--- src/hdl/nms_pkg.sv ---
`default_nettype none
package nms_pkg;

   localparam int MAX_WIDTH  = 1024;
   localparam int MAX_HEIGHT = 4096;

   // register and counter widths
   localparam int WID_W       = 11;
   localparam int HGT_W       = 13;
   localparam int COL_W       = $clog2(MAX_WIDTH);
   localparam int ROW_W       = $clog2(MAX_HEIGHT);
   localparam int CSR_INDEX_W = 2;
   localparam int CSR_DATA_W  = 13;

   localparam logic [WID_W-1:0] WIDTH_RESET  = 11'd640;
   localparam logic [HGT_W-1:0] HEIGHT_RESET = 13'd480;

   // direction values in degrees
   localparam logic [7:0] DEG_0   = 8'd0;
   localparam logic [7:0] DEG_45  = 8'd45;
   localparam logic [7:0] DEG_90  = 8'd90;
   localparam logic [7:0] DEG_135 = 8'd135;

   typedef logic [7:0] pix_type;

   typedef enum logic [2:0] {
      DIR_0     = 3'd0,
      DIR_45    = 3'd1,
      DIR_90    = 3'd2,
      DIR_135   = 3'd3,
      DIR_BAD   = 3'd4,
      DIR_EMPTY = 3'd7
   } dir_code_type;

   typedef enum logic [CSR_INDEX_W-1:0] {
      CSR_FRAME_WIDTH  = 2'd0,
      CSR_FRAME_HEIGHT = 2'd1
   } csr_index_type;

   // [row][column]: row 0 is the line above the centre, column 0 the pixel to its left
   typedef pix_type [2:0][2:0] window_type;

   typedef struct packed {
      logic         left;
      logic         right;
      logic         top;
      logic         bottom;
      logic         last;
      dir_code_type code;
   } centre_type;

   function automatic logic [WID_W-1:0] eff_width(input logic [WID_W-1:0] raw);
      logic [WID_W-1:0] w;
      w = raw;
      if (raw < WID_W'(2)) w = WID_W'(2);
      else if (raw > WID_W'(MAX_WIDTH)) w = WID_W'(MAX_WIDTH);
      return w;
   endfunction

   function automatic logic [HGT_W-1:0] eff_height(input logic [HGT_W-1:0] raw);
      logic [HGT_W-1:0] h;
      h = raw;
      if (raw < HGT_W'(2)) h = HGT_W'(2);
      else if (raw > HGT_W'(MAX_HEIGHT)) h = HGT_W'(MAX_HEIGHT);
      return h;
   endfunction

endpackage
`default_nettype wire

--- src/hdl/nms_track.sv ---
`default_nettype none
module nms_track (
   input  wire logic                            clock,
   input  wire logic                            reset,
   input  wire logic                            restart,
   input  wire logic                            accept,
   input  wire logic                            req_pad,
   input  wire logic [nms_pkg::WID_W-1:0]       width,
   input  wire logic [nms_pkg::HGT_W-1:0]       height,
   input  wire nms_pkg::dir_code_type           old_code,
   output logic                                 step,
   output logic                                 emit,
   output logic                                 fresh,
   output nms_pkg::centre_type                  centre
);

   logic [nms_pkg::COL_W-1:0] in_col_ff, in_col_in, out_col_ff, out_col_in;
   logic [nms_pkg::ROW_W-1:0] in_row_ff, in_row_in, out_row_ff, out_row_in;
   logic [nms_pkg::WID_W-1:0] lead_ff, lead_in, fill_ff, fill_in;
   logic                      drop, primed, in_eol, in_eof, out_eol, out_eof;
   nms_pkg::centre_type       centre_ff;

   // drop a pad unless the frame is complete and results are pending
   assign drop   = req_pad && ((lead_ff == '0) || (in_col_ff != '0) || (in_row_ff != '0));
   assign step   = accept && !drop;
   assign primed = (fill_ff == (width + nms_pkg::WID_W'(1)));
   assign emit   = step && primed && (old_code != nms_pkg::DIR_EMPTY);
   assign fresh  = (fill_ff != '0);

   assign in_eol  = (nms_pkg::WID_W'({1'b0, in_col_ff}) + nms_pkg::WID_W'(1)) >= width;
   assign in_eof  = (nms_pkg::HGT_W'({1'b0, in_row_ff}) + nms_pkg::HGT_W'(1)) >= height;
   assign out_eol = (nms_pkg::WID_W'({1'b0, out_col_ff}) + nms_pkg::WID_W'(1)) >= width;
   assign out_eof = (nms_pkg::HGT_W'({1'b0, out_row_ff}) + nms_pkg::HGT_W'(1)) >= height;

   always_comb begin
      in_col_in  = in_col_ff;
      in_row_in  = in_row_ff;
      out_col_in = out_col_ff;
      out_row_in = out_row_ff;
      lead_in    = lead_ff;
      fill_in    = fill_ff;
      if (step) begin
         if (!primed) fill_in = fill_ff + nms_pkg::WID_W'(1);
         if (!req_pad) begin
            lead_in = lead_ff + nms_pkg::WID_W'(1);
            if (in_eol) begin
               in_col_in = '0;
               in_row_in = in_eof ? '0 : in_row_ff + nms_pkg::ROW_W'(1);
            end else begin
               in_col_in = in_col_ff + nms_pkg::COL_W'(1);
            end
         end
         if (emit) begin
            if (lead_in != '0) lead_in = lead_in - nms_pkg::WID_W'(1);
            if (out_eol) begin
               out_col_in = '0;
               out_row_in = out_eof ? '0 : out_row_ff + nms_pkg::ROW_W'(1);
            end else begin
               out_col_in = out_col_ff + nms_pkg::COL_W'(1);
            end
         end
      end
   end

   always_ff @(posedge clock) begin
      if (reset || restart) begin
         in_col_ff  <= '0;
         in_row_ff  <= '0;
         out_col_ff <= '0;
         out_row_ff <= '0;
         lead_ff    <= '0;
         fill_ff    <= '0;
      end else begin
         in_col_ff  <= in_col_in;
         in_row_ff  <= in_row_in;
         out_col_ff <= out_col_in;
         out_row_ff <= out_row_in;
         lead_ff    <= lead_in;
         fill_ff    <= fill_in;
      end
   end

   // position flags of the centre pixel that this step brings into the window
   always_ff @(posedge clock) begin
      if (emit) begin
         centre_ff.left   <= (out_col_ff == '0);
         centre_ff.right  <= out_eol;
         centre_ff.top    <= (out_row_ff == '0);
         centre_ff.bottom <= out_eof;
         centre_ff.last   <= out_eol && out_eof;
         centre_ff.code   <= old_code;
      end
   end

   assign centre = centre_ff;

endmodule
`default_nettype wire

--- config.mk ---
export PLATFORM = sky130hd
export DESIGN_NAME = nms_track
export DESIGN_NICKNAME = d
export VERILOG_FILES = /design/src/hdl/nms_pkg.sv /design/src/hdl/nms_track.sv
export SDC_FILE = /design/constraint.sdc
export NUM_CORES = 1
export LEC_CHECK = 0
export ABC_AREA = 0
export ABC_CLOCK_PERIOD_IN_PS = 8200
export BUFFER_PORTS_ARGS = -buffer_cell sky130_fd_sc_hd__buf_2
export CORE_MARGIN = 8
export CORE_UTILIZATION = 39
export DETAILED_ROUTE_END_ITERATION = 8
export SLEW_MARGIN = 15
export SYNTH_ARGS = -nofsm -noshare
export SYNTH_HDL_FRONTEND = slang
export SYNTH_SLANG_ARGS = --single-unit
--- constraint.sdc ---
create_clock -name clock -period 8.2 [get_ports clock]
set_input_delay 1.23 -clock clock [delete_from_list [all_inputs] [get_ports clock]]
set_output_delay 1.23 -clock clock [all_outputs]
set_load 0.02 [all_outputs]
==> impl_metrics.yaml <==
critical_path:
  critPathLaunchType: "input pin"
  critPathRequiredTime_ns: 6.97
  endpoint_kind: "output port"
  cp_max_fo: 10
  path_class: "in2out"
  arrival_ns: 3.18
synth:
  synth-main-ff-cell: "dfxtp_1"
  netlist_top_cells_count: "dfxtp_1, ha_1, nand2_1, nor2_1, inv_1"
  ys_types: 69
  async_reset_ff_share_pct: 0
  avgSynthCellArea_um2: 7.923
  synth_enable_flop_cells: 8
  syn_area_um2: 6108
  synth_nets: 865
  yosys_register_bits: 74
  synth_top_area_share_pct: 21.63
  yosysTopAreaCell: "dfxtp_1"
  ys.warnings.count: 0
  yosysMostFrequentCell: "dfxtp_1"
  synth_cells: 771
  synth_seq_area_share_pct: 25.56
  yosys-top-cells-area: "dfxtp_1, ha_1, xnor2_1"
clocking:
  clock-sinks: 74
  tritoncts: "done"
  htree_levels: 3
  post_cts_buffers: 0
  cts_resized: 0
  clkTransAtPathRegs_ns: 0.06
  clk_root_buffer_cell: "clkbuf_16"
  numCtsBuffers: 9
  worstSkewPairLatency_ns: 0.35
  postCtsHoldBufs: 0
  cts_max_path_buffers: 2
finish:
  n_antenna_cell: 0
  final_cells: 1015
  nNetsFinal: 893
  syn_to_final_growth_pct: 11.55
  drive_gt1_share_pct: 12.81
sta:
  clock.fmax_ghz: 0.2266
  period_needed_ns: 4.414
  worstMarginPinSlew_ns: 0.9540
  slew_headroom_pct: 36.40
  fin_setup_tns_ns: 0
  grt_setup_unrepaired: "no"
  clock_skew_ns: 0.006858
  setup_viol: 0
  min_period_over_period_pct: 53.83
  holdWs_ns: 0.4927
  hold_viol_final: 0
  slew_viol_final: 0
route:
  dr_total_vias: 5442
  drtIter0Drc: 320
  routed_wl_mm: 14.79
  vias_per_cell: 5.362
  drtAntennaViolNets: 0
  post_drt_wl_per_cell_um: 14.57
  drc: 0
  drt_first_pass_iters: 5
placed_design:
  place.gp.congestion: 0.8341
  dp_hpwl_mm: 10.95
  place_inst: 999
  port-buffer-count: 42
floorplan:
  die_area_um2: 19920
  ios: 43
  die_h_um: 141.2
  rows: 45
  die_w_um: 141.2
  initial_core_util_pct: 40.03
  core-area_um2: 15260
min_path:
  hp-class: "reg2reg"
global_route:
  grt_pass1_wl_mm: 24.81
  grt_pass1_vias: 5085
  grt_max_degree: 46
  antenna_found_initial: 0
  grt_use_total_pct: 15.11
  globalRouteOverflowTotal: 0
flow_run:
  max_cap_violations: 0
power_and_ir_drop:
  p_total_uw: 907.2
  irDropWorstVdd_mv: 0.09633
  p_leak_nw: 2.875
  p_per_area_nw_per_um2: 133.1
status:
  status: "finished clean"
-- kinds of logic after synthesis --
| family | after synthesis | synth area share (%) |
|---|---|---|
| adders and majority gates | 62 | 12.70 |
| AOI/OAI and AO/OA | 148 | 16.00 |
| xor gates and xnor gates | 59 | 8.460 |
| muxes | 7 | 1.147 |
| DFF | 74 | 25.56 |
| buffers and inverters | 88 | 6.165 |
| and+or+nand+nor | 333 | 29.97 |
-- power breakdown --
group | switching (mW) | internal [mW]
clock network | 0.166 | 0.297
registers | 0.000952 | 0.366
logic | 0.0500 | 0.0271
total | 0.217 | 0.690
-- final cells by class --
class,instances,area (µm²)
clock buffers,9,225.2
clock inverters,7,116.4
fillers,1561,8444
inverters,55,206.4
multi-input cells,609,4170
flip-flops and latches,74,1562
well taps,211,264.0
repair buffers,50,270.3
-- through the flow --
stage	cell area (µm²)	setup slack, ns	util (%)
floorplan	6108	4.030	-
global placement	6472	3.781	42.42
detailed placement	6472	3.751	42.42
CTS	6814	3.752	44.66
global route	6814	3.647	44.66
finish	6814	3.786	44.66
-- final timing paths --
| check | start | endpoint | slack [ns] | cells past startpoint |
|---|---|---|---|---|
| worst min register to register | in_row_ff[9] | in_row_ff[9] | 0.49 | 2 |
| worst max-delay path | width[0] | emit | 3.79 | 9 |
| worst max register to register | in_col_ff[0] | in_row_ff[2] | 4.53 | 15 |
| worst min-delay path | in_row_ff[9] | in_row_ff[9] | 0.49 | 2 |
-- critical path, cell delays in order --
cell and delay (ns):
buf_2 0.14, ha_1 0.31, xor2_1 0.14, nor2_1 0.12
o2111ai_1 0.15, a2111o_1 0.43, nor4_4 0.25, buf_4 0.23
buf_2 0.19
-- layout by cell type (no fill, tap or decap), types with 4 or more instances in the layout --
cell,instances
and3_1,29
and2_1,6
nor2_1,59
nor2b_1,10
nor3_1,20
nand3b_1,18
nand3_1,41
o21ai_2,10
dfxtp_1,66
inv_1,55
o211ai_1,8
ha_1,62
nor4_1,21
buf_4,8
or3_1,5
buf_2,42
a31o_2,6
o21a_1,4
xor2_1,28
mux2i_1,7
or2_2,8
edfxtp_1,8
clkbuf_16,9
nand4_1,25
nand2_1,60
a21o_1,11
a31oi_1,7
nand2b_1,6
o21ai_0,32
a21oi_1,37
xnor2_1,31
-- registers in the layout (all words and copies together), names as in the netlist --
| register | flops |
|---|---|
| centre | 8 |
| in_col_ff | 10 |
| out_col_ff | 10 |
| lead_ff | 11 |
| out_row_ff | 12 |
| fill_ff | 11 |
| in_row_ff | 12 |
-- routing by layer --
| metal | up-vias | GRT usage, % | share of wire (%) |
|---|---|---|---|
| li1 | 2830 | - | - |
| met1 | 2474 | 19.90 | 50 |
| met2 | 117 | 23.53 | 43 |
| met3 | 21 | 3.579 | 4.7 |
| met4 | 0 | 5.486 | 1.8 |
| met5 | - | 0 | 0 |
Power figures use the tool's default switching activity.
