File: src/hdl/nms_pkg.sv
`default_nettype none
package nms_pkg;

   localparam int MAX_WIDTH  = 1024;
   localparam int MAX_HEIGHT = 4096;

   // register and counter widths
   localparam int WID_W       = 11;
   localparam int HGT_W       = 13;
   localparam int COL_W       = $clog2(MAX_WIDTH);
   localparam int ROW_W       = $clog2(MAX_HEIGHT);
   localparam int CSR_INDEX_W = 2;
   localparam int CSR_DATA_W  = 13;

   localparam logic [WID_W-1:0] WIDTH_RESET  = 11'd640;
   localparam logic [HGT_W-1:0] HEIGHT_RESET = 13'd480;

   // direction values in degrees
   localparam logic [7:0] DEG_0   = 8'd0;
   localparam logic [7:0] DEG_45  = 8'd45;
   localparam logic [7:0] DEG_90  = 8'd90;
   localparam logic [7:0] DEG_135 = 8'd135;

   typedef logic [7:0] pix_type;

   typedef enum logic [2:0] {
      DIR_0     = 3'd0,
      DIR_45    = 3'd1,
      DIR_90    = 3'd2,
      DIR_135   = 3'd3,
      DIR_BAD   = 3'd4,
      DIR_EMPTY = 3'd7
   } dir_code_type;

   typedef enum logic [CSR_INDEX_W-1:0] {
      CSR_FRAME_WIDTH  = 2'd0,
      CSR_FRAME_HEIGHT = 2'd1
   } csr_index_type;

   // [row][column]: row 0 is the line above the centre, column 0 the pixel to its left
   typedef pix_type [2:0][2:0] window_type;

   typedef struct packed {
      logic         left;
      logic         right;
      logic         top;
      logic         bottom;
      logic         last;
      dir_code_type code;
   } centre_type;

   function automatic logic [WID_W-1:0] eff_width(input logic [WID_W-1:0] raw);
      logic [WID_W-1:0] w;
      w = raw;
      if (raw < WID_W'(2)) w = WID_W'(2);
      else if (raw > WID_W'(MAX_WIDTH)) w = WID_W'(MAX_WIDTH);
      return w;
   endfunction

   function automatic logic [HGT_W-1:0] eff_height(input logic [HGT_W-1:0] raw);
      logic [HGT_W-1:0] h;
      h = raw;
      if (raw < HGT_W'(2)) h = HGT_W'(2);
      else if (raw > HGT_W'(MAX_HEIGHT)) h = HGT_W'(MAX_HEIGHT);
      return h;
   endfunction

endpackage
`default_nettype wire

File: src/hdl/nms_pick.sv
`default_nettype none
module nms_pick (
   input  wire logic                  clock,
   input  wire logic                  load,
   input  wire nms_pkg::window_type   win,
   input  wire nms_pkg::centre_type   centre,
   output logic [7:0]                 rsp_suppressed_magnitude,
   output logic                       rsp_bad_direction,
   output logic                       rsp_last_of_frame
);

   localparam logic [1:0] IDX_LOW  = 2'd0;
   localparam logic [1:0] IDX_MID  = 2'd1;
   localparam logic [1:0] IDX_HIGH = 2'd2;

   typedef struct packed {
      logic [1:0] ax;
      logic [1:0] ay;
      logic [1:0] bx;
      logic [1:0] by;
   } pair_type;

   pair_type         pr;
   logic             bad;
   logic [1:0]       ax, ay, bx, by;
   nms_pkg::pix_type ctr, na, nb, result;
   logic [7:0]       mag_ff;
   logic             bad_ff, last_ff;

   // mirror an offset that would leave the frame, without repeating the edge
   function automatic logic [1:0] refl(input logic [1:0] idx, input logic lo, input logic hi);
      logic [1:0] r;
      r = idx;
      if (idx == IDX_LOW && lo) r = IDX_HIGH;
      else if (idx == IDX_HIGH && hi) r = IDX_LOW;
      return r;
   endfunction

   always_comb begin
      bad = 1'b0;
      case (centre.code)
         nms_pkg::DIR_0:   pr = '{ax: IDX_HIGH, ay: IDX_MID,  bx: IDX_LOW,  by: IDX_MID};
         nms_pkg::DIR_45:  pr = '{ax: IDX_HIGH, ay: IDX_LOW,  bx: IDX_LOW,  by: IDX_HIGH};
         nms_pkg::DIR_90:  pr = '{ax: IDX_MID,  ay: IDX_LOW,  bx: IDX_MID,  by: IDX_HIGH};
         nms_pkg::DIR_135: pr = '{ax: IDX_LOW,  ay: IDX_LOW,  bx: IDX_HIGH, by: IDX_HIGH};
         default: begin
            pr  = '{ax: IDX_MID, ay: IDX_MID, bx: IDX_MID, by: IDX_MID};
            bad = 1'b1;
         end
      endcase
      ax  = refl(pr.ax, centre.left, centre.right);
      bx  = refl(pr.bx, centre.left, centre.right);
      ay  = refl(pr.ay, centre.top, centre.bottom);
      by  = refl(pr.by, centre.top, centre.bottom);
      ctr = win[IDX_MID][IDX_MID];
      na  = win[ay][ax];
      nb  = win[by][bx];
      if (bad || (ctr < na) || (ctr < nb)) result = 8'd0;
      else result = ctr;
   end

   always_ff @(posedge clock) begin
      if (load) begin
         mag_ff  <= result;
         bad_ff  <= bad;
         last_ff <= centre.last;
      end
   end

   assign rsp_suppressed_magnitude = mag_ff;
   assign rsp_bad_direction        = bad_ff;
   assign rsp_last_of_frame        = last_ff;

endmodule
`default_nettype wire

File: config.mk
export PLATFORM = sky130hd
export DESIGN_NAME = nms_pick
export DESIGN_NICKNAME = d
export VERILOG_FILES = /design/src/hdl/nms_pkg.sv /design/src/hdl/nms_pick.sv
export SDC_FILE = /design/constraint.sdc
export NUM_CORES = 1
export LEC_CHECK = 0
export BUFFER_PORTS_ARGS = -buffer_cell sky130_fd_sc_hd__buf_2
export CAP_MARGIN = 20
export CELL_PAD_IN_SITES_DETAIL_PLACEMENT = 1
export CELL_PAD_IN_SITES_GLOBAL_PLACEMENT = 2
export CORE_MARGIN = 5
export CORE_UTILIZATION = 27
export CTS_BUF_LIST = sky130_fd_sc_hd__clkbuf_4 sky130_fd_sc_hd__clkbuf_8 sky130_fd_sc_hd__clkbuf_16
export DETAILED_ROUTE_END_ITERATION = 8
export GPL_ROUTABILITY_DRIVEN = 0
export PLACE_DENSITY_LB_ADDON = 0.12
export SKIP_CTS_REPAIR_TIMING = 1
export SKIP_LAST_GASP = 1
export SLEW_MARGIN = 25
export SYNTH_ARGS = -nofsm -noshare
export SYNTH_HDL_FRONTEND = slang
export SYNTH_SLANG_ARGS = --single-unit
File: constraint.sdc
create_clock -name clock -period 8.9 [get_ports clock]
set_clock_uncertainty 0.1 [all_clocks]
set_input_delay 0.445 -clock clock [delete_from_list [all_inputs] [get_ports clock]]
set_output_delay 0.445 -clock clock [all_outputs]
set_load 0.01 [all_outputs]
==> results.sh, run 1 <==
export IMPL_status="finished clean"
export IMPL_grt_pass1_wl_mm=10.96
export IMPL_holdCritStartpoint="centre[3]"
export IMPL_holdPathStages=1
export IMPL_cp_top_family="compound AO/OA/AOI/OAI gates"
export IMPL_synth_seq_area_share=0.1560
export IMPL_synth_edf_count=10
export IMPL_wire_per_inst_um=16.90
export IMPL_final_util=0.3514
export IMPL_numClockSinks=10
export IMPL_p_leak_nw=1.058
export IMPL_period_minus_slack_ns=4.031
export IMPL_vias_per_cell=5.185
export IMPL_setup_violations_final=0
export IMPL_hold_end="rsp_last_of_frame$_DFFE_PP_"
export IMPL_hold_viol=0
export IMPL_clockRootBuffer="clkbuf_8"
export IMPL_ys_async_sr_fraction=0
export IMPL_timing_max_cap_violations=0
export IMPL_fp_dieH_um=94.42
export IMPL_h_tree_depth=1
export IMPL_syn2layout_area_growth_pct=25.42
export IMPL_relSlewSlack=0.3482
export IMPL_finalWorstSetupSlack_ns=4.869
export IMPL_grt_usage=0.1499
export IMPL_drc=0
export IMPL_cp_end_kind="flip-flop"
export IMPL_ys_seq_elements=10
export IMPL_finalNetCount=412
export IMPL_worst_pin_slew_ns=0.9778
export IMPL_path_clk_slew_ns=0.04
export IMPL_drt_iter0_markers=49
export IMPL_maxSlewViolCount=0
export IMPL_finalCritPeriodShare=0.4529
export IMPL_cts_buffers=3
export IMPL_synth_ff_type="edfxtp_1"
export IMPL_cts_tree="built"
export IMPL_port_buffers=91
export IMPL_ys_warn_count=0
export IMPL_fin_tns_setup_ns=0
export IMPL_cpPeakStageDelay_ns=0.93
export IMPL_grt_max_degree=48
export IMPL_dr_pass1_iters=4
export IMPL_syn_area_per_cell_um2=8.085
export IMPL_wirelength_mm=6.928
export IMPL_io_pins=92
export IMPL_dp_slack_ns=4.661
export IMPL_die_x_um=94.42
export IMPL_rsz0062_at_grt="no"
export IMPL_synth_fp_nets=334
export IMPL_worstPathCellList="buf_2 -> o21ba_2 -> and2_1 -> a311oi_1 -> o31ai_1 -> ha_1 -> a211o_1 -> a311oi_2 -> o21ai_2 -> a211oi_4 -> nor3b_1"
export IMPL_max_freq_ghz=0.2481
export IMPL_num_antenna_cells=0
export IMPL_cp_start_kind="primary input"
export IMPL_path_max_fanout=47
export IMPL_powerDensity_mw_per_mm2=95.70
export IMPL_synthCells=238
export IMPL_cts_buffer_depth=2
export IMPL_synth_cell_type_count=46
export IMPL_num_vias=2126
export IMPL_required_ns=8.75
export IMPL_ant_nets=0
export IMPL_grt_pass1_vias=2247
export IMPL_path_class="in -> reg"
export IMPL_ir_drop_uv=51.91
export IMPL_start_util=0.2801
export IMPL_drive_above_1_share=0.3599
export IMPL_critPathSlowestCell="o21ba_2"
export IMPL_core_mm2=0.006869
export IMPL_antenna_found_initial=0
export IMPL_rows=30
export IMPL_dieArea_mm2=0.008915
export IMPL_min_delay_path_class="in -> reg"
export IMPL_syn_area_mm2=0.001924
export IMPL_crit_arrival_ns=3.88
export IMPL_crit_buf_inv=1
export IMPL_dp_hpwl_mm=5.765
export IMPL_grt_overflow_total=0
-- logic make-up (layout without fill, tap and decap cells) --
kind of cell | count (synthesis) | after routing | share of synthesized area
compound gates | 83 | 83 | 0.3414
fa+ha+maj | 14 | 14 | 0.09103
flops | 10 | 10 | 0.1560
simple gates | 91 | 91 | 0.2386
mux | 19 | 19 | 0.1008
buf+inv | 21 | 97 | 0.07218
-- cell usage in the layout, fill, tap and decap left out, types with 2 or more instances in the layout --
cell | netlist | routed
clkbuf_8 | 0 | 3
nand2_1 | 40 | 40
a31oi_1 | 8 | 8
nand3b_1 | 2 | 2
a311oi_1 | 8 | 8
nor2_1 | 20 | 20
a211oi_2 | 6 | 6
nand4_1 | 4 | 4
mux2i_1 | 16 | 16
o31ai_1 | 7 | 7
inv_1 | 3 | 3
buf_2 | 3 | 91
nand2b_1 | 4 | 4
a21o_1 | 5 | 5
edfxtp_1 | 10 | 10
o22ai_1 | 7 | 7
o21ai_0 | 9 | 9
a21oi_1 | 10 | 10
nor3b_1 | 15 | 15
a211oi_1 | 2 | 2
ha_1 | 14 | 14
mux2_2 | 3 | 3
o221ai_1 | 7 | 7
-- final cells by class --
type,instances,area [um2]
Inverter,3,11.26
Multi-Input combinational cell,207,1485
Fill cell,879,4456
Tap cell,96,120.1
Sequential cell,10,300.3
Timing Repair Buffer,91,455.4
Clock buffer,3,41.29
-- worst max path at each step --
| stage | from | endpoint | slack [ns] | cells after the start |
|---|---|---|---|---|
| 5_1_grt | centre[2] | rsp_suppressed_magnitude[6]$_SDFFCE_PP0P_ | 4.61 | 11 |
| 6_report | centre[2] | rsp_suppressed_magnitude[6]$_SDFFCE_PP0P_ | 4.87 | 11 |
| 4_1_cts | centre[2] | rsp_suppressed_magnitude[6]$_SDFFCE_PP0P_ | 4.87 | 11 |
| 2_1_floorplan | centre[1] | rsp_suppressed_magnitude[0]$_SDFFCE_PP0P_ | 5.68 | 13 |
| 3_3_place_gp | centre[2] | rsp_suppressed_magnitude[6]$_SDFFCE_PP0P_ | 4.74 | 11 |
| 3_5_place_dp | centre[2] | rsp_suppressed_magnitude[6]$_SDFFCE_PP0P_ | 4.66 | 11 |
-- per-layer routing --
layer	share of wire	global-route usage	routed length [um]
met1	0.45	0.1938	3130
met2	0.48	0.2671	3359
met3	0.061	0.03108	425
met4	0.0017	0.01083	12
met5	0	0	0
-- report_power, final --
part	leakage (nW)	internal [mW]	switching [mW]
clock network	0.0216	0.0294	0.0151
logic	0.941	0.0565	0.0730
registers	0.0957	0.0563	0.000749
-- synth_stat cells (3+ instances only) --
cell	number	area (um2)
nand2_1	40	150.1
nor2_1	20	75.07
mux2i_1	16	160.2
nor3b_1	15	112.6
ha_1	14	175.2
a21oi_1	10	50.05
edfxtp_1	10	300.3
o21ai_0	9	45.04
a311oi_1	8	70.07
a31oi_1	8	50.05
buf_6	7	78.83
o221ai_1	7	61.31
o22ai_1	7	43.79
o31ai_1	7	52.55
a211oi_2	6	75.07
a21o_1	5	37.54
clkbuf_1	5	18.77
nand2b_1	4	25.02
nand4_1	4	25.02
buf_2	3	15.01
inv_1	3	11.26
mux2_2	3	33.78
-- flip-flops by register name, summed over array words and instances, names as in the netlist --
name	flops
rsp_suppressed_magnitude	8
rsp_bad_direction	1
rsp_last_of_frame	1
-- stage by stage --
step                      power (mW)  area [um2]  hold WS (ns)  instances
final                         0.2310        2414        0.2923        410
after global placement        0.1881        2372        0.5233        407
after CTS                     0.2349        2414        0.2857        410
after floorplan               0.1457        1924        0.4439        238
after global routing          0.2510        2414        0.2883        410
after detailed placement      0.1884        2372        0.5246        407
Power figures use the tool's default switching activity.
==> run 2: changes to the inputs <==
Settings changed: CORE_UTILIZATION 27 to 23.
Clock period 8.9 ns to 3.7 ns, I/O delays scaled along.
==> run 2 against run 1 <==
Clock power rose to 2.5 times the previous value. First-iteration DRC count up 31%. Wire length up 3.4%. Total power up 150%. Die area up 15%. Critical path type unchanged. Cell area up 2.8%. Core utilization down 4.8 points. Combinational power rose to 2.5 times the previous value. Critical endpoint is now rsp_suppressed_magnitude[0]$_SDFFCE_PP0P_. Global-route usage down 1.2 points. Hold slack worse by 0.26 ns. Largest power group unchanged.
==> results.sh, run 2 (synthesis gave the netlist of run 1 again) <==
export IMPL_status="finished clean"
export IMPL_drive_above_1_share=0.3727
export IMPL_syn2layout_area_growth_pct=28.93
export IMPL_required_ns=3.56
export IMPL_dieArea_mm2=0.01030
export IMPL_holdCritStartpoint="centre[3]"
export IMPL_power_switching_uw=223.6
export IMPL_finalCritPeriodShare=0.8578
export IMPL_worstSetupStartpoint="centre[2]"
export IMPL_regArea_um2=300.3
export IMPL_core_mm2=0.008175
export IMPL_seqPwrFrac=0.239
export IMPL_cp_end_kind="flip-flop"
export IMPL_dp_hpwl_mm=6.291
export IMPL_finalNetCount=419
export IMPL_cts_buffer_depth=2
export IMPL_dr_pass1_iters=4
export IMPL_grt_pass1_wl_mm=11.39
export IMPL_rsz0062_at_grt="no"
export IMPL_path_max_fanout=24
export IMPL_drt_iter0_markers=64
export IMPL_hold_viol=0
export IMPL_crit_arrival_ns=3.03
export IMPL_fill_cells=1022
export IMPL_max_freq_ghz=0.3151
export IMPL_rows=33
export IMPL_power_frac_clock=0.195
export IMPL_p_leak_nw=1.093
export IMPL_final_util=0.3035
export IMPL_h_tree_depth=1
export IMPL_drc=0
export IMPL_p_int_uw=349.5
export IMPL_relSlewSlack=0.4067
export IMPL_clockRootBuffer="clkbuf_8"
export IMPL_power_frac_comb=0.566
export IMPL_port_buffers=91
export IMPL_path_clk_slew_ns=0.04
export IMPL_num_vias=2131
export IMPL_wire_per_inst_um=16.78
export IMPL_die_x_um=101.5
export IMPL_ant_nets=0
export IMPL_grt_pass1_vias=2290
export IMPL_powerDensity_mw_per_mm2=231.0
export IMPL_dp_slack_ns=0.2780
export IMPL_fp_dieH_um=101.5
export IMPL_num_antenna_cells=0
export IMPL_grt_usage=0.1383
export IMPL_netSwitchingFraction=0.3902
export IMPL_multi_input_area_mm2=0.001485
export IMPL_setup_violations_final=0
export IMPL_cts_buffers=3
export IMPL_wirelength_mm=7.167
export IMPL_ir_drop_uv=71.10
export IMPL_final_cells=427
export IMPL_vias_per_cell=4.991
export IMPL_grt_max_degree=25
export IMPL_layout_common_cells="91 x buf_2, 40 x nand2_1, 20 x nor2_1, 16 x mux2i_1, 15 x nor3b_1"
export IMPL_path_class="in -> reg"
export IMPL_antenna_found_initial=0
export IMPL_worst_pin_slew_ns=0.8867
export IMPL_dp_cells=423
export IMPL_holdPathStages=1
export IMPL_start_util=0.2354
export IMPL_mostFrequentLayoutCell="buf_2"
export IMPL_timing_max_cap_violations=0
export IMPL_io_pins=92
export IMPL_cts_tree="built"
export IMPL_maxSlewViolCount=0
export IMPL_cp_start_kind="primary input"
export IMPL_finalWorstSetupSlack_ns=0.5262
export IMPL_numClockSinks=10
export IMPL_min_delay_path_class="in -> reg"
export IMPL_period_minus_slack_ns=3.174
export IMPL_largest_register_ffs=8
export IMPL_grt_overflow_total=0
export IMPL_fin_tns_setup_ns=0
==> run 2: cell count changes in the layout (fill, tap and decap cells not counted), sizes merged <==
cell,delta
buf,+7
clkinv,+1
==> run 2: path summary, 6_finish.rpt <==
check | endpoint | slack, ns
worst max-delay path | rsp_suppressed_magnitude[0]$_SDFFCE_PP0P_ | 0.53
worst min-delay path | rsp_last_of_frame$_DFFE_PP_ | 0.04
==> run 2: power by group through the flow <==
stage / clock, mW / combinational, mW / sequential, mW
final: 0.112 / 0.325 / 0.137
after global routing: 0.119 / 0.364 / 0.138
after CTS: 0.116 / 0.329 / 0.137
after detailed placement: 0 / 0.329 / 0.139
after global placement: 0 / 0.326 / 0.139
after floorplan: 0 / 0.206 / 0.145
==> run 2: metrics by stage <==
step | area [um2] | power (mW) | hold slack, ns
after global placement | 2436 | 0.4650 | 0.2624
after floorplan | 1924 | 0.3505 | 0.1839
after detailed placement | 2436 | 0.4677 | 0.2737
after CTS | 2481 | 0.5821 | 0.03487
after global routing | 2481 | 0.6205 | 0.03581
final | 2481 | 0.5731 | 0.03562
==> run 2: metal layers <==
metal,share of wire,track usage
met5,0,0
met4,0.0040,0.02147
met3,0.039,0.01102
met2,0.46,0.2248
met1,0.50,0.2028
==> run 2: area by class of cell <==
type                            instances  share of cell area
Inverter                                3            0.004539
Timing Repair Buffer                   98              0.2047
Clock buffer                            3             0.01664
Sequential cell                        10              0.1210
Tap cell                              105             0.05295
Multi-Input combinational cell        207              0.5986
Clock inverter                          1            0.001513
==> run 2: worst max-delay path: stages <==
cell and delay, ns:
buf_2 0.16, o21ba_2 0.45, buf_4 0.31, nand2_1 0.22
o22ai_1 0.19, nand2_1 0.09, o221ai_1 0.12, ha_1 0.30
a21oi_1 0.14, a2bb2oi_1 0.20, o211ai_1 0.16, a32oi_2 0.39
nor3b_1 0.11
